**src/hdl/pkm_pkg.sv**
```systemverilog
`timescale 1ns / 1ps
// ----------------------------------------------------------------------------
// pkm_pkg
// Shared widths, register indexes, reset values and types of the level meter.
// ----------------------------------------------------------------------------
package pkm_pkg;

   localparam int CHAN_W    = 3;
   localparam int LEVEL_W   = 16;
   localparam int COEF_W    = 16;
   localparam int CNT_W     = 10;
   localparam int CSR_IDX_W = 4;
   localparam int CSR_DAT_W = 16;
   localparam int ZONE_W    = 2;

   localparam logic [CSR_IDX_W-1:0] REG_DECAY_FACTOR    = 4'd0;
   localparam logic [CSR_IDX_W-1:0] REG_RMS_COEFFICIENT = 4'd1;
   localparam logic [CSR_IDX_W-1:0] REG_SILENCE_FLOOR   = 4'd2;
   localparam logic [CSR_IDX_W-1:0] REG_CLIP_THRESHOLD  = 4'd3;
   localparam logic [CSR_IDX_W-1:0] REG_HOLD_TICKS      = 4'd4;
   localparam logic [CSR_IDX_W-1:0] REG_CLIP_TICKS      = 4'd5;
   localparam logic [CSR_IDX_W-1:0] REG_HOT_LEVEL       = 4'd6;
   localparam logic [CSR_IDX_W-1:0] REG_CAUTION_LEVEL   = 4'd7;

   localparam logic [COEF_W-1:0]  RST_DECAY_FACTOR    = 16'd60000;
   localparam logic [COEF_W-1:0]  RST_RMS_COEFFICIENT = 16'd52428;
   localparam logic [LEVEL_W-1:0] RST_SILENCE_FLOOR   = 16'd33;
   localparam logic [LEVEL_W-1:0] RST_CLIP_THRESHOLD  = 16'd32768;
   localparam logic [CNT_W-1:0]   RST_HOLD_TICKS      = 10'd45;
   localparam logic [CNT_W-1:0]   RST_CLIP_TICKS      = 10'd60;
   localparam logic [LEVEL_W-1:0] RST_HOT_LEVEL       = 16'd16423;
   localparam logic [LEVEL_W-1:0] RST_CAUTION_LEVEL   = 16'd4125;

   localparam logic [ZONE_W-1:0] ZONE_SAFE    = 2'd0;
   localparam logic [ZONE_W-1:0] ZONE_CAUTION = 2'd1;
   localparam logic [ZONE_W-1:0] ZONE_HOT     = 2'd2;
   localparam logic [ZONE_W-1:0] ZONE_CLIP    = 2'd3;

   typedef struct packed {
      logic [COEF_W-1:0]  decay_factor;
      logic [COEF_W-1:0]  rms_coefficient;
      logic [LEVEL_W-1:0] silence_floor;
      logic [LEVEL_W-1:0] clip_threshold;
      logic [CNT_W-1:0]   hold_ticks;
      logic [CNT_W-1:0]   clip_ticks;
      logic [LEVEL_W-1:0] hot_level;
      logic [LEVEL_W-1:0] caution_level;
   } cfg_type;

endpackage

```
**src/hdl/pkm_if.sv**
```systemverilog
`timescale 1ns / 1ps
// ----------------------------------------------------------------------------
// pkm_if
// Valid/ready channels of the level meter: tick request, result, register write.
// ----------------------------------------------------------------------------
interface pkm_req_if import pkm_pkg::*; ();
   logic                valid;
   logic                ready;
   logic [CHAN_W-1:0]   chan;
   logic [LEVEL_W-1:0]  peak_level;
   logic [LEVEL_W-1:0]  rms_level;

   modport source (output valid, output chan, output peak_level, output rms_level,
                   input ready);
   modport sink   (input valid, input chan, input peak_level, input rms_level,
                   output ready);
endinterface

interface pkm_rsp_if import pkm_pkg::*; ();
   logic                valid;
   logic                ready;
   logic [CHAN_W-1:0]   out_chan;
   logic [LEVEL_W-1:0]  shown_peak;
   logic [LEVEL_W-1:0]  shown_rms;
   logic [LEVEL_W-1:0]  held_peak;
   logic                clip_active;
   logic [ZONE_W-1:0]   peak_zone;
   logic [ZONE_W-1:0]   rms_zone;

   modport source (output valid, output out_chan, output shown_peak, output shown_rms,
                   output held_peak, output clip_active, output peak_zone,
                   output rms_zone, input ready);
   modport sink   (input valid, input out_chan, input shown_peak, input shown_rms,
                   input held_peak, input clip_active, input peak_zone,
                   input rms_zone, output ready);
endinterface

interface pkm_csr_if import pkm_pkg::*; ();
   logic                  valid;
   logic                  ready;
   logic [CSR_IDX_W-1:0]  index;
   logic [CSR_DAT_W-1:0]  data;

   modport source (output valid, output index, output data, input ready);
   modport sink   (input valid, input index, input data, output ready);
endinterface

```
**src/hdl/peak_rms_meter_ballistics.sv**
```systemverilog
`timescale 1ns / 1ps
// ----------------------------------------------------------------------------
// peak_rms_meter_ballistics
// Per-channel peak/RMS meter ballistics with peak hold, clip hold and zones.
// ----------------------------------------------------------------------------
// Takes one tick item per clock while the result side does not stall and
// returns one result item per tick from its result register. An accepted
// item sits in an input register; one pass of logic (a 16x16 decay multiply
// and a 17x16 smoothing multiply beside compares) reads that channel's state,
// writes the new state and loads the result register in the same edge, so
// the next tick of the same channel already sees the update. Per-channel
// state lives in flip-flops and is cleared by reset. Register writes are
// always accepted; write them only while the meter is idle.
// ----------------------------------------------------------------------------
module peak_rms_meter_ballistics
   import pkm_pkg::*;
#(
   parameter int NUM_CHANNELS = 8
) (
   input  logic       clock,
   input  logic       reset,
   pkm_req_if.sink    req_bus,
   pkm_rsp_if.source  rsp_bus,
   pkm_csr_if.sink    csr_bus
);

   localparam int IDX_W = (NUM_CHANNELS > 1) ? $clog2(NUM_CHANNELS) : 1;
   localparam int EXT_W = (IDX_W > CHAN_W) ? IDX_W : CHAN_W;

   // configuration
   cfg_type cfg_ff;

   assign csr_bus.ready = 1'b1;

   always_ff @(posedge clock) begin
      if (reset) begin
         cfg_ff.decay_factor    <= RST_DECAY_FACTOR;
         cfg_ff.rms_coefficient <= RST_RMS_COEFFICIENT;
         cfg_ff.silence_floor   <= RST_SILENCE_FLOOR;
         cfg_ff.clip_threshold  <= RST_CLIP_THRESHOLD;
         cfg_ff.hold_ticks      <= RST_HOLD_TICKS;
         cfg_ff.clip_ticks      <= RST_CLIP_TICKS;
         cfg_ff.hot_level       <= RST_HOT_LEVEL;
         cfg_ff.caution_level   <= RST_CAUTION_LEVEL;
      end else if (csr_bus.valid) begin
         case (csr_bus.index)
            REG_DECAY_FACTOR:    cfg_ff.decay_factor    <= csr_bus.data;
            REG_RMS_COEFFICIENT: cfg_ff.rms_coefficient <= csr_bus.data;
            REG_SILENCE_FLOOR:   cfg_ff.silence_floor   <= csr_bus.data;
            REG_CLIP_THRESHOLD:  cfg_ff.clip_threshold  <= csr_bus.data;
            REG_HOLD_TICKS:      cfg_ff.hold_ticks      <= csr_bus.data[CNT_W-1:0];
            REG_CLIP_TICKS:      cfg_ff.clip_ticks      <= csr_bus.data[CNT_W-1:0];
            REG_HOT_LEVEL:       cfg_ff.hot_level       <= csr_bus.data;
            REG_CAUTION_LEVEL:   cfg_ff.caution_level   <= csr_bus.data;
            default: begin
            end
         endcase
      end
   end

   // input register
   logic               in_valid_ff;
   logic [CHAN_W-1:0]  chan_ff;
   logic [LEVEL_W-1:0] peak_ff;
   logic [LEVEL_W-1:0] rms_ff;

   logic rsp_valid_ff;
   logic advance;

   assign advance       = in_valid_ff && (!rsp_valid_ff || rsp_bus.ready);
   assign req_bus.ready = !in_valid_ff || advance;

   always_ff @(posedge clock) begin
      if (reset) begin
         in_valid_ff <= 1'b0;
      end else if (req_bus.ready) begin
         in_valid_ff <= req_bus.valid;
      end
   end

   always_ff @(posedge clock) begin
      if (req_bus.valid && req_bus.ready) begin
         chan_ff <= req_bus.chan;
         peak_ff <= req_bus.peak_level;
         rms_ff  <= req_bus.rms_level;
      end
   end

   // channel state
   logic [LEVEL_W-1:0] smooth_peak_ff [NUM_CHANNELS];
   logic [LEVEL_W-1:0] smooth_rms_ff  [NUM_CHANNELS];
   logic [LEVEL_W-1:0] hold_value_ff  [NUM_CHANNELS];
   logic [CNT_W-1:0]   hold_count_ff  [NUM_CHANNELS];
   logic [CNT_W-1:0]   clip_count_ff  [NUM_CHANNELS];

   logic [EXT_W-1:0]   chan_ext;
   logic [IDX_W-1:0]   idx;
   logic               chan_ok;

   assign chan_ext = EXT_W'(chan_ff);
   assign idx      = chan_ext[IDX_W-1:0];
   assign chan_ok  = (32'(chan_ff) < NUM_CHANNELS);

   logic [LEVEL_W-1:0] sp_old, sr_old, hv_old;
   logic [CNT_W-1:0]   hc_old, cc_old;

   assign sp_old = smooth_peak_ff[idx];
   assign sr_old = smooth_rms_ff[idx];
   assign hv_old = hold_value_ff[idx];
   assign hc_old = hold_count_ff[idx];
   assign cc_old = clip_count_ff[idx];

   // peak ballistics
   logic [LEVEL_W+COEF_W-1:0] decay_prod;
   logic [LEVEL_W-1:0]        decayed;
   logic [LEVEL_W-1:0]        smooth_peak_in;

   assign decay_prod = (LEVEL_W+COEF_W)'(sp_old) * (LEVEL_W+COEF_W)'(cfg_ff.decay_factor);
   assign decayed    = decay_prod[LEVEL_W+COEF_W-1:COEF_W];

   always_comb begin
      if (peak_ff > sp_old) begin
         smooth_peak_in = peak_ff;
      end else if (decayed < cfg_ff.silence_floor) begin
         smooth_peak_in = '0;
      end else begin
         smooth_peak_in = decayed;
      end
   end

   // rms smoothing: rms + (old - rms) * coef, all over 2^16
   logic signed [LEVEL_W:0]          rms_diff;
   logic signed [LEVEL_W+COEF_W+1:0] rms_prod;
   logic signed [LEVEL_W+COEF_W+1:0] rms_sum;
   logic [LEVEL_W-1:0]               smooth_rms_in;

   assign rms_diff = $signed({1'b0, sr_old}) - $signed({1'b0, rms_ff});
   assign rms_prod = (LEVEL_W+COEF_W+2)'(rms_diff)
                   * (LEVEL_W+COEF_W+2)'($signed({1'b0, cfg_ff.rms_coefficient}));
   assign rms_sum  = $signed({2'b00, rms_ff, {COEF_W{1'b0}}}) + rms_prod;
   assign smooth_rms_in = rms_sum[LEVEL_W+COEF_W-1:COEF_W];

   // peak hold and clip hold
   logic [LEVEL_W-1:0] hold_value_in;
   logic [CNT_W-1:0]   hold_count_in;
   logic [CNT_W-1:0]   clip_count_in;

   always_comb begin
      hold_value_in = hv_old;
      hold_count_in = hc_old;
      if (peak_ff > hv_old) begin
         hold_value_in = peak_ff;
         hold_count_in = cfg_ff.hold_ticks;
      end else if (hc_old != '0) begin
         hold_count_in = hc_old - CNT_W'(1);
         if (hc_old == CNT_W'(1)) begin
            hold_value_in = '0;
         end
      end
   end

   always_comb begin
      if (peak_ff >= cfg_ff.clip_threshold) begin
         clip_count_in = cfg_ff.clip_ticks;
      end else if (cc_old != '0) begin
         clip_count_in = cc_old - CNT_W'(1);
      end else begin
         clip_count_in = cc_old;
      end
   end

   function automatic logic [ZONE_W-1:0] zone_of(input logic [LEVEL_W-1:0] level,
                                                 input cfg_type cfg);
      logic [ZONE_W-1:0] zone;
      if (level >= cfg.hot_level) begin
         zone = ZONE_HOT;
      end else if (level >= cfg.caution_level) begin
         zone = ZONE_CAUTION;
      end else begin
         zone = ZONE_SAFE;
      end
      return zone;
   endfunction

   logic clip_in;
   assign clip_in = (clip_count_in != '0);

   always_ff @(posedge clock) begin
      if (reset) begin
         for (int i = 0; i < NUM_CHANNELS; i++) begin
            smooth_peak_ff[i] <= '0;
            smooth_rms_ff[i]  <= '0;
            hold_value_ff[i]  <= '0;
            hold_count_ff[i]  <= '0;
            clip_count_ff[i]  <= '0;
         end
      end else if (advance && chan_ok) begin
         for (int i = 0; i < NUM_CHANNELS; i++) begin
            if (IDX_W'(i) == idx) begin
               smooth_peak_ff[i] <= smooth_peak_in;
               smooth_rms_ff[i]  <= smooth_rms_in;
               hold_value_ff[i]  <= hold_value_in;
               hold_count_ff[i]  <= hold_count_in;
               clip_count_ff[i]  <= clip_count_in;
            end
         end
      end
   end

   // result register
   logic [CHAN_W-1:0]  out_chan_ff;
   logic [LEVEL_W-1:0] shown_peak_ff, shown_rms_ff, held_peak_ff;
   logic               clip_active_ff;
   logic [ZONE_W-1:0]  peak_zone_ff, rms_zone_ff;

   always_ff @(posedge clock) begin
      if (reset) begin
         rsp_valid_ff <= 1'b0;
      end else if (advance) begin
         rsp_valid_ff <= 1'b1;
      end else if (rsp_bus.ready) begin
         rsp_valid_ff <= 1'b0;
      end
   end

   always_ff @(posedge clock) begin
      if (advance) begin
         out_chan_ff <= chan_ff;
         if (chan_ok) begin
            shown_peak_ff  <= smooth_peak_in;
            shown_rms_ff   <= smooth_rms_in;
            held_peak_ff   <= hold_value_in;
            clip_active_ff <= clip_in;
            peak_zone_ff   <= clip_in ? ZONE_CLIP : zone_of(smooth_peak_in, cfg_ff);
            rms_zone_ff    <= zone_of(smooth_rms_in, cfg_ff);
         end else begin
            shown_peak_ff  <= '0;
            shown_rms_ff   <= '0;
            held_peak_ff   <= '0;
            clip_active_ff <= 1'b0;
            peak_zone_ff   <= ZONE_SAFE;
            rms_zone_ff    <= ZONE_SAFE;
         end
      end
   end

   assign rsp_bus.valid       = rsp_valid_ff;
   assign rsp_bus.out_chan    = out_chan_ff;
   assign rsp_bus.shown_peak  = shown_peak_ff;
   assign rsp_bus.shown_rms   = shown_rms_ff;
   assign rsp_bus.held_peak   = held_peak_ff;
   assign rsp_bus.clip_active = clip_active_ff;
   assign rsp_bus.peak_zone   = peak_zone_ff;
   assign rsp_bus.rms_zone    = rms_zone_ff;

endmodule
```
**src/flat_wrapper.sv**
```systemverilog
// flat-port wrapper written by rule: the top's interface ports become plain ports
module peak_rms_meter_ballistics_flat import pkm_pkg::*;
#(
   parameter int NUM_CHANNELS = 8
)
  (clock, reset, req_bus_valid, req_bus_chan, req_bus_peak_level, req_bus_rms_level, req_bus_ready, rsp_bus_valid, rsp_bus_out_chan, rsp_bus_shown_peak, rsp_bus_shown_rms, rsp_bus_held_peak, rsp_bus_clip_active, rsp_bus_peak_zone, rsp_bus_rms_zone, rsp_bus_ready, csr_bus_valid, csr_bus_index, csr_bus_data, csr_bus_ready);
  pkm_req_if req_bus_i ();
  pkm_rsp_if rsp_bus_i ();
  pkm_csr_if csr_bus_i ();
  input  logic clock;
  input  logic reset;
  input wire logic [$bits(req_bus_i.valid)-1:0] req_bus_valid;
  input wire logic [$bits(req_bus_i.chan)-1:0] req_bus_chan;
  input wire logic [$bits(req_bus_i.peak_level)-1:0] req_bus_peak_level;
  input wire logic [$bits(req_bus_i.rms_level)-1:0] req_bus_rms_level;
  output wire logic [$bits(req_bus_i.ready)-1:0] req_bus_ready;
  output wire logic [$bits(rsp_bus_i.valid)-1:0] rsp_bus_valid;
  output wire logic [$bits(rsp_bus_i.out_chan)-1:0] rsp_bus_out_chan;
  output wire logic [$bits(rsp_bus_i.shown_peak)-1:0] rsp_bus_shown_peak;
  output wire logic [$bits(rsp_bus_i.shown_rms)-1:0] rsp_bus_shown_rms;
  output wire logic [$bits(rsp_bus_i.held_peak)-1:0] rsp_bus_held_peak;
  output wire logic [$bits(rsp_bus_i.clip_active)-1:0] rsp_bus_clip_active;
  output wire logic [$bits(rsp_bus_i.peak_zone)-1:0] rsp_bus_peak_zone;
  output wire logic [$bits(rsp_bus_i.rms_zone)-1:0] rsp_bus_rms_zone;
  input wire logic [$bits(rsp_bus_i.ready)-1:0] rsp_bus_ready;
  input wire logic [$bits(csr_bus_i.valid)-1:0] csr_bus_valid;
  input wire logic [$bits(csr_bus_i.index)-1:0] csr_bus_index;
  input wire logic [$bits(csr_bus_i.data)-1:0] csr_bus_data;
  output wire logic [$bits(csr_bus_i.ready)-1:0] csr_bus_ready;
  assign req_bus_i.valid = req_bus_valid;
  assign req_bus_i.chan = req_bus_chan;
  assign req_bus_i.peak_level = req_bus_peak_level;
  assign req_bus_i.rms_level = req_bus_rms_level;
  assign req_bus_ready = req_bus_i.ready;
  assign rsp_bus_valid = rsp_bus_i.valid;
  assign rsp_bus_out_chan = rsp_bus_i.out_chan;
  assign rsp_bus_shown_peak = rsp_bus_i.shown_peak;
  assign rsp_bus_shown_rms = rsp_bus_i.shown_rms;
  assign rsp_bus_held_peak = rsp_bus_i.held_peak;
  assign rsp_bus_clip_active = rsp_bus_i.clip_active;
  assign rsp_bus_peak_zone = rsp_bus_i.peak_zone;
  assign rsp_bus_rms_zone = rsp_bus_i.rms_zone;
  assign rsp_bus_i.ready = rsp_bus_ready;
  assign csr_bus_i.valid = csr_bus_valid;
  assign csr_bus_i.index = csr_bus_index;
  assign csr_bus_i.data = csr_bus_data;
  assign csr_bus_ready = csr_bus_i.ready;
  peak_rms_meter_ballistics #(.NUM_CHANNELS(NUM_CHANNELS)) u_core (.clock(clock), .reset(reset), .req_bus(req_bus_i), .rsp_bus(rsp_bus_i), .csr_bus(csr_bus_i));
endmodule
```
**config.mk**
```make
export PLATFORM = sky130hd
export DESIGN_NAME = peak_rms_meter_ballistics_flat
export DESIGN_NICKNAME = d
export VERILOG_FILES = /design/src/hdl/pkm_pkg.sv /design/src/hdl/pkm_if.sv /design/src/hdl/peak_rms_meter_ballistics.sv /design/src/flat_wrapper.sv
export SDC_FILE = /design/constraint.sdc
export NUM_CORES = 2
export LEC_CHECK = 0
export ABC_AREA = 0
export BUFFER_PORTS_ARGS = -buffer_cell sky130_fd_sc_hd__buf_2
export CAP_MARGIN = 5
export CORE_MARGIN = 4
export CORE_UTILIZATION = 35
export CTS_CLUSTER_SIZE = 14
export DETAILED_ROUTE_END_ITERATION = 16
export PLACE_DENSITY = 0.49
export SLEW_MARGIN = 10
export SYNTH_ARGS = -nofsm -noshare
export SYNTH_HDL_FRONTEND = slang
export SYNTH_SLANG_ARGS = --single-unit
```
**constraint.sdc**
```tcl
create_clock -name clock -period 32.1 [get_ports clock]
set_input_delay 1.605 -clock clock [delete_from_list [all_inputs] [get_ports clock]]
set_output_delay 1.605 -clock clock [all_outputs]
set_load 0.01 [all_outputs]
```
==> results.toml <==
[status]
status = "finished, final reports clean"

[layout]
drive_gt1_share_pct = 11.27
fin_nets = 5572
area_growth_pct = 10.55
finalNonFillerCells = 6777
n_fill_cell = 14676

[sta]
fmax_mhz = 71.61
worst_pin_slew_ns = 1.106
tns_ns = 0
setup_violations = 0
maxSlewViolCount = 0
period_share_pct = 43.50
hold_viol_final = 0
fin_crit_ns = 13.96
finClkSkew_ns = 0.03536
whs_ns = 0.4554
grt_setup_unrepaired = "no"
max-slew-margin-rel_pct = 26.26

[die]
die_h_um = 396.4
die_x_um = 396.4
die_area_sq_mm = 0.1572
row_count = 142
initial_utilization_pct = 35.22
ioPinCount = 119
core_sq_mm = 0.1500

[place]
dp_hpwl_mm = 103.7
globalplace.congestion = 0.8190
port_buffers = 117
placed_cells = 6622

[min_path]
hold_class = "reg -> reg"

[setup_path]
timing_worst_setup_path_type = "reg -> reg"
max_stage_delay_ns = 0.79
critical_path.startpoint_type = "register"
cp-end-kind = "register"
worstPathMaxFanout = 42
cp.required_ns = 32.51
r2r_slack_ns = 18.14
ff2ff_path_depth = 45
cp_data_arrival_time_ns = 14.37
cp_common_cell = "fa_1"
crit_end = "u_core.rsp_bus.peak_zone[1]$_SDFFCE_PP1P_"
rr_endpoint = "u_core.rsp_bus.peak_zone[1]$_SDFFCE_PP1P_"
crit_slowest_cell = "buf_4"

[yosys]
netlist_area_sq_mm = 0.05281
synth_edf_count = 635
yosys.area.top_type_share_pct = 36.11
synth-seq-cells = 756
synth_area_leaders = "edfxtp_1 (36%), fa_1 (18%), ha_1 (8.1%), mux4_2 (5.1%), inv_1 (4.9%)"
synth_top_family_by_area = "adder cells"
ys_warn_count = 0
syn-num-nets = 5526
syn_inst = 4643
synth_commonest_cells = "inv_1 (693), edfxtp_1 (635), nand2_1 (534)"
synth-xor-area-share_pct = 1.227
syn_area_per_cell_sq_um = 11.37
yosys-mux-area-fraction_pct = 7.795
synth_simple_gate_area_share_pct = 12.82
synthArstFlopShare_pct = 0
synth_cell_types = 81
synth-compound-area-share_pct = 4.305
yosys.area_share.adder_pct = 26.36
yosys.area.top_type = "edfxtp_1"
yosys.cell_count.top_type = "inv_1"
synth_ff_type = "edfxtp_1"
ys_seq_area_share_pct = 40.69

[detailed_routing]
viasPerCell = 4.999
vias = 33879
drc_errors = 0
drt_iter0_drc = 2204
finalWirelength_mm = 154.5
ant_nets = 0
wl_per_cell_um = 22.80
firstDrtPassIters = 5

[clocking]
cts_tree = "built"
cts-resized-gates = 0
cts_root_buffer = "clkbuf_16"
htree_levels = 3
ctsLongestPathBuffers = 3
path_clk_slew_ns = 0.07
postCtsHoldBufs = 0
clock_latency_ns = 0.68
cts_sinks = 756
numCtsBuffers = 81
post_cts_buffers = 0

[grt]
grt_antenna_before_repair = 10
grt_usage_pct = 19.84
grt_pass1_vias = 35755
grt_pass1_wl_mm = 233.1
grt.overflow.total = 0
grt_max_degree = 101

[run]
cap_violations = 0
[cell type report]
| type | instances | area, sq um | area share (%) |
|---|---|---|---|
| Antenna cell | 6 | 15.01 | 0.02572 |
| Clock buffer | 106 | 2233 | 3.825 |
| Clock inverter | 43 | 475.5 | 0.8144 |
| Inverter | 693 | 2604 | 4.460 |
| Multi-Input combinational cell | 2967 | 27880 | 47.75 |
| Sequential cell | 756 | 21500 | 36.83 |
| Tap cell | 2016 | 2522 | 4.320 |
| Timing Repair Buffer | 190 | 1152 | 1.974 |
[cell families after synthesis]
group	after synthesis
buffers and inverters	920
XOR/XNOR	74
other	1
flip-flops	756
adder cells (fa/ha/maj)	823
AO/OA/AOI/OAI	348
AND/OR/NAND/NOR	1493
multiplexers	228
[how the worst min path moves through the flow]
stage	from	endpoint	slack [ns]	depth (start not counted)
6_report	u_core.cfg_ff[7]$_SDFFE_PP0P_	u_core.cfg_ff[7]$_SDFFE_PP0P_	0.46	2
5_1_grt	u_core.cfg_ff[61]$_SDFFE_PP0P_	u_core.cfg_ff[61]$_SDFFE_PP0P_	0.47	2
4_1_cts	u_core.cfg_ff[61]$_SDFFE_PP0P_	u_core.cfg_ff[61]$_SDFFE_PP0P_	0.46	2
3_5_place_dp	u_core.cfg_ff[29]$_SDFFE_PP0P_	u_core.cfg_ff[29]$_SDFFE_PP0P_	0.45	2
3_3_place_gp	u_core.cfg_ff[50]$_SDFFE_PP0P_	u_core.cfg_ff[50]$_SDFFE_PP0P_	0.44	2
2_1_floorplan	u_core.chan_ext[0]$_DFFE_PP_	u_core.rsp_bus.out_chan[0]$_DFFE_PP_	0.42	0
[cells in the final DEF (no fill, tap or decap), drive strengths merged, types with 20 or more instances in the layout]
cell type,instances
buf,190
nor2b,54
nor3,32
o21ai,48
mux4,136
xnor2,45
a21o,44
and2,239
nand2b,28
a21oi,141
nor2,479
mux2i,54
nand3,51
nand2,534
dfxtp,121
mux2,38
edfxtp,635
clkinv,29
fa,483
nand4,20
inv,693
xor2,29
ha,340
clkbuf,106
[registers in the layout, summed over array words and instances, names as in the netlist, 16 cells and up, named ones only]
name and cells:
u_core.cfg_ff 116, u_core.hold_count_ff 80, u_core.hold_value_ff 128, u_core.peak_ff 16
u_core.smooth_rms_ff 128, u_core.rsp_bus.held_peak 16, u_core.rsp_bus.shown_peak 16, u_core.smooth_peak_ff 128
u_core.rms_ff 16, u_core.clip_count_ff 80, u_core.rsp_bus.shown_rms 16
[worst max-delay path, delay by kind of cell, from the launching register on]
family          cells  cell delay, ns
compound gates     17            4.70
xor+xnor            1            0.27
fa+ha+maj           9            3.87
buf+inv             5            0.99
flops               1            0.73
mux                 2            1.10
simple gates       11            1.96
[metrics by stage]
stage / worst slack, ns / util, % / area [sq um]
finish: 18.14 / 38.93 / 58380
global route: 17.33 / 38.92 / 58370
CTS: 18.03 / 38.92 / 58370
detailed placement: 18.07 / 37.12 / 55660
global placement: 18.30 / 37.12 / 55660
floorplan: 19.83 / - / 52810
[metal layers]
layer,part of all wire (%),GRT usage (%)
met1,45,27.54
met2,47,32.42
met3,5.6,3.381
met4,2.3,4.922
met5,0,0
Power is not shown: default switching activity piles up to over one toggle a cycle in this logic, so the estimate is an artifact.
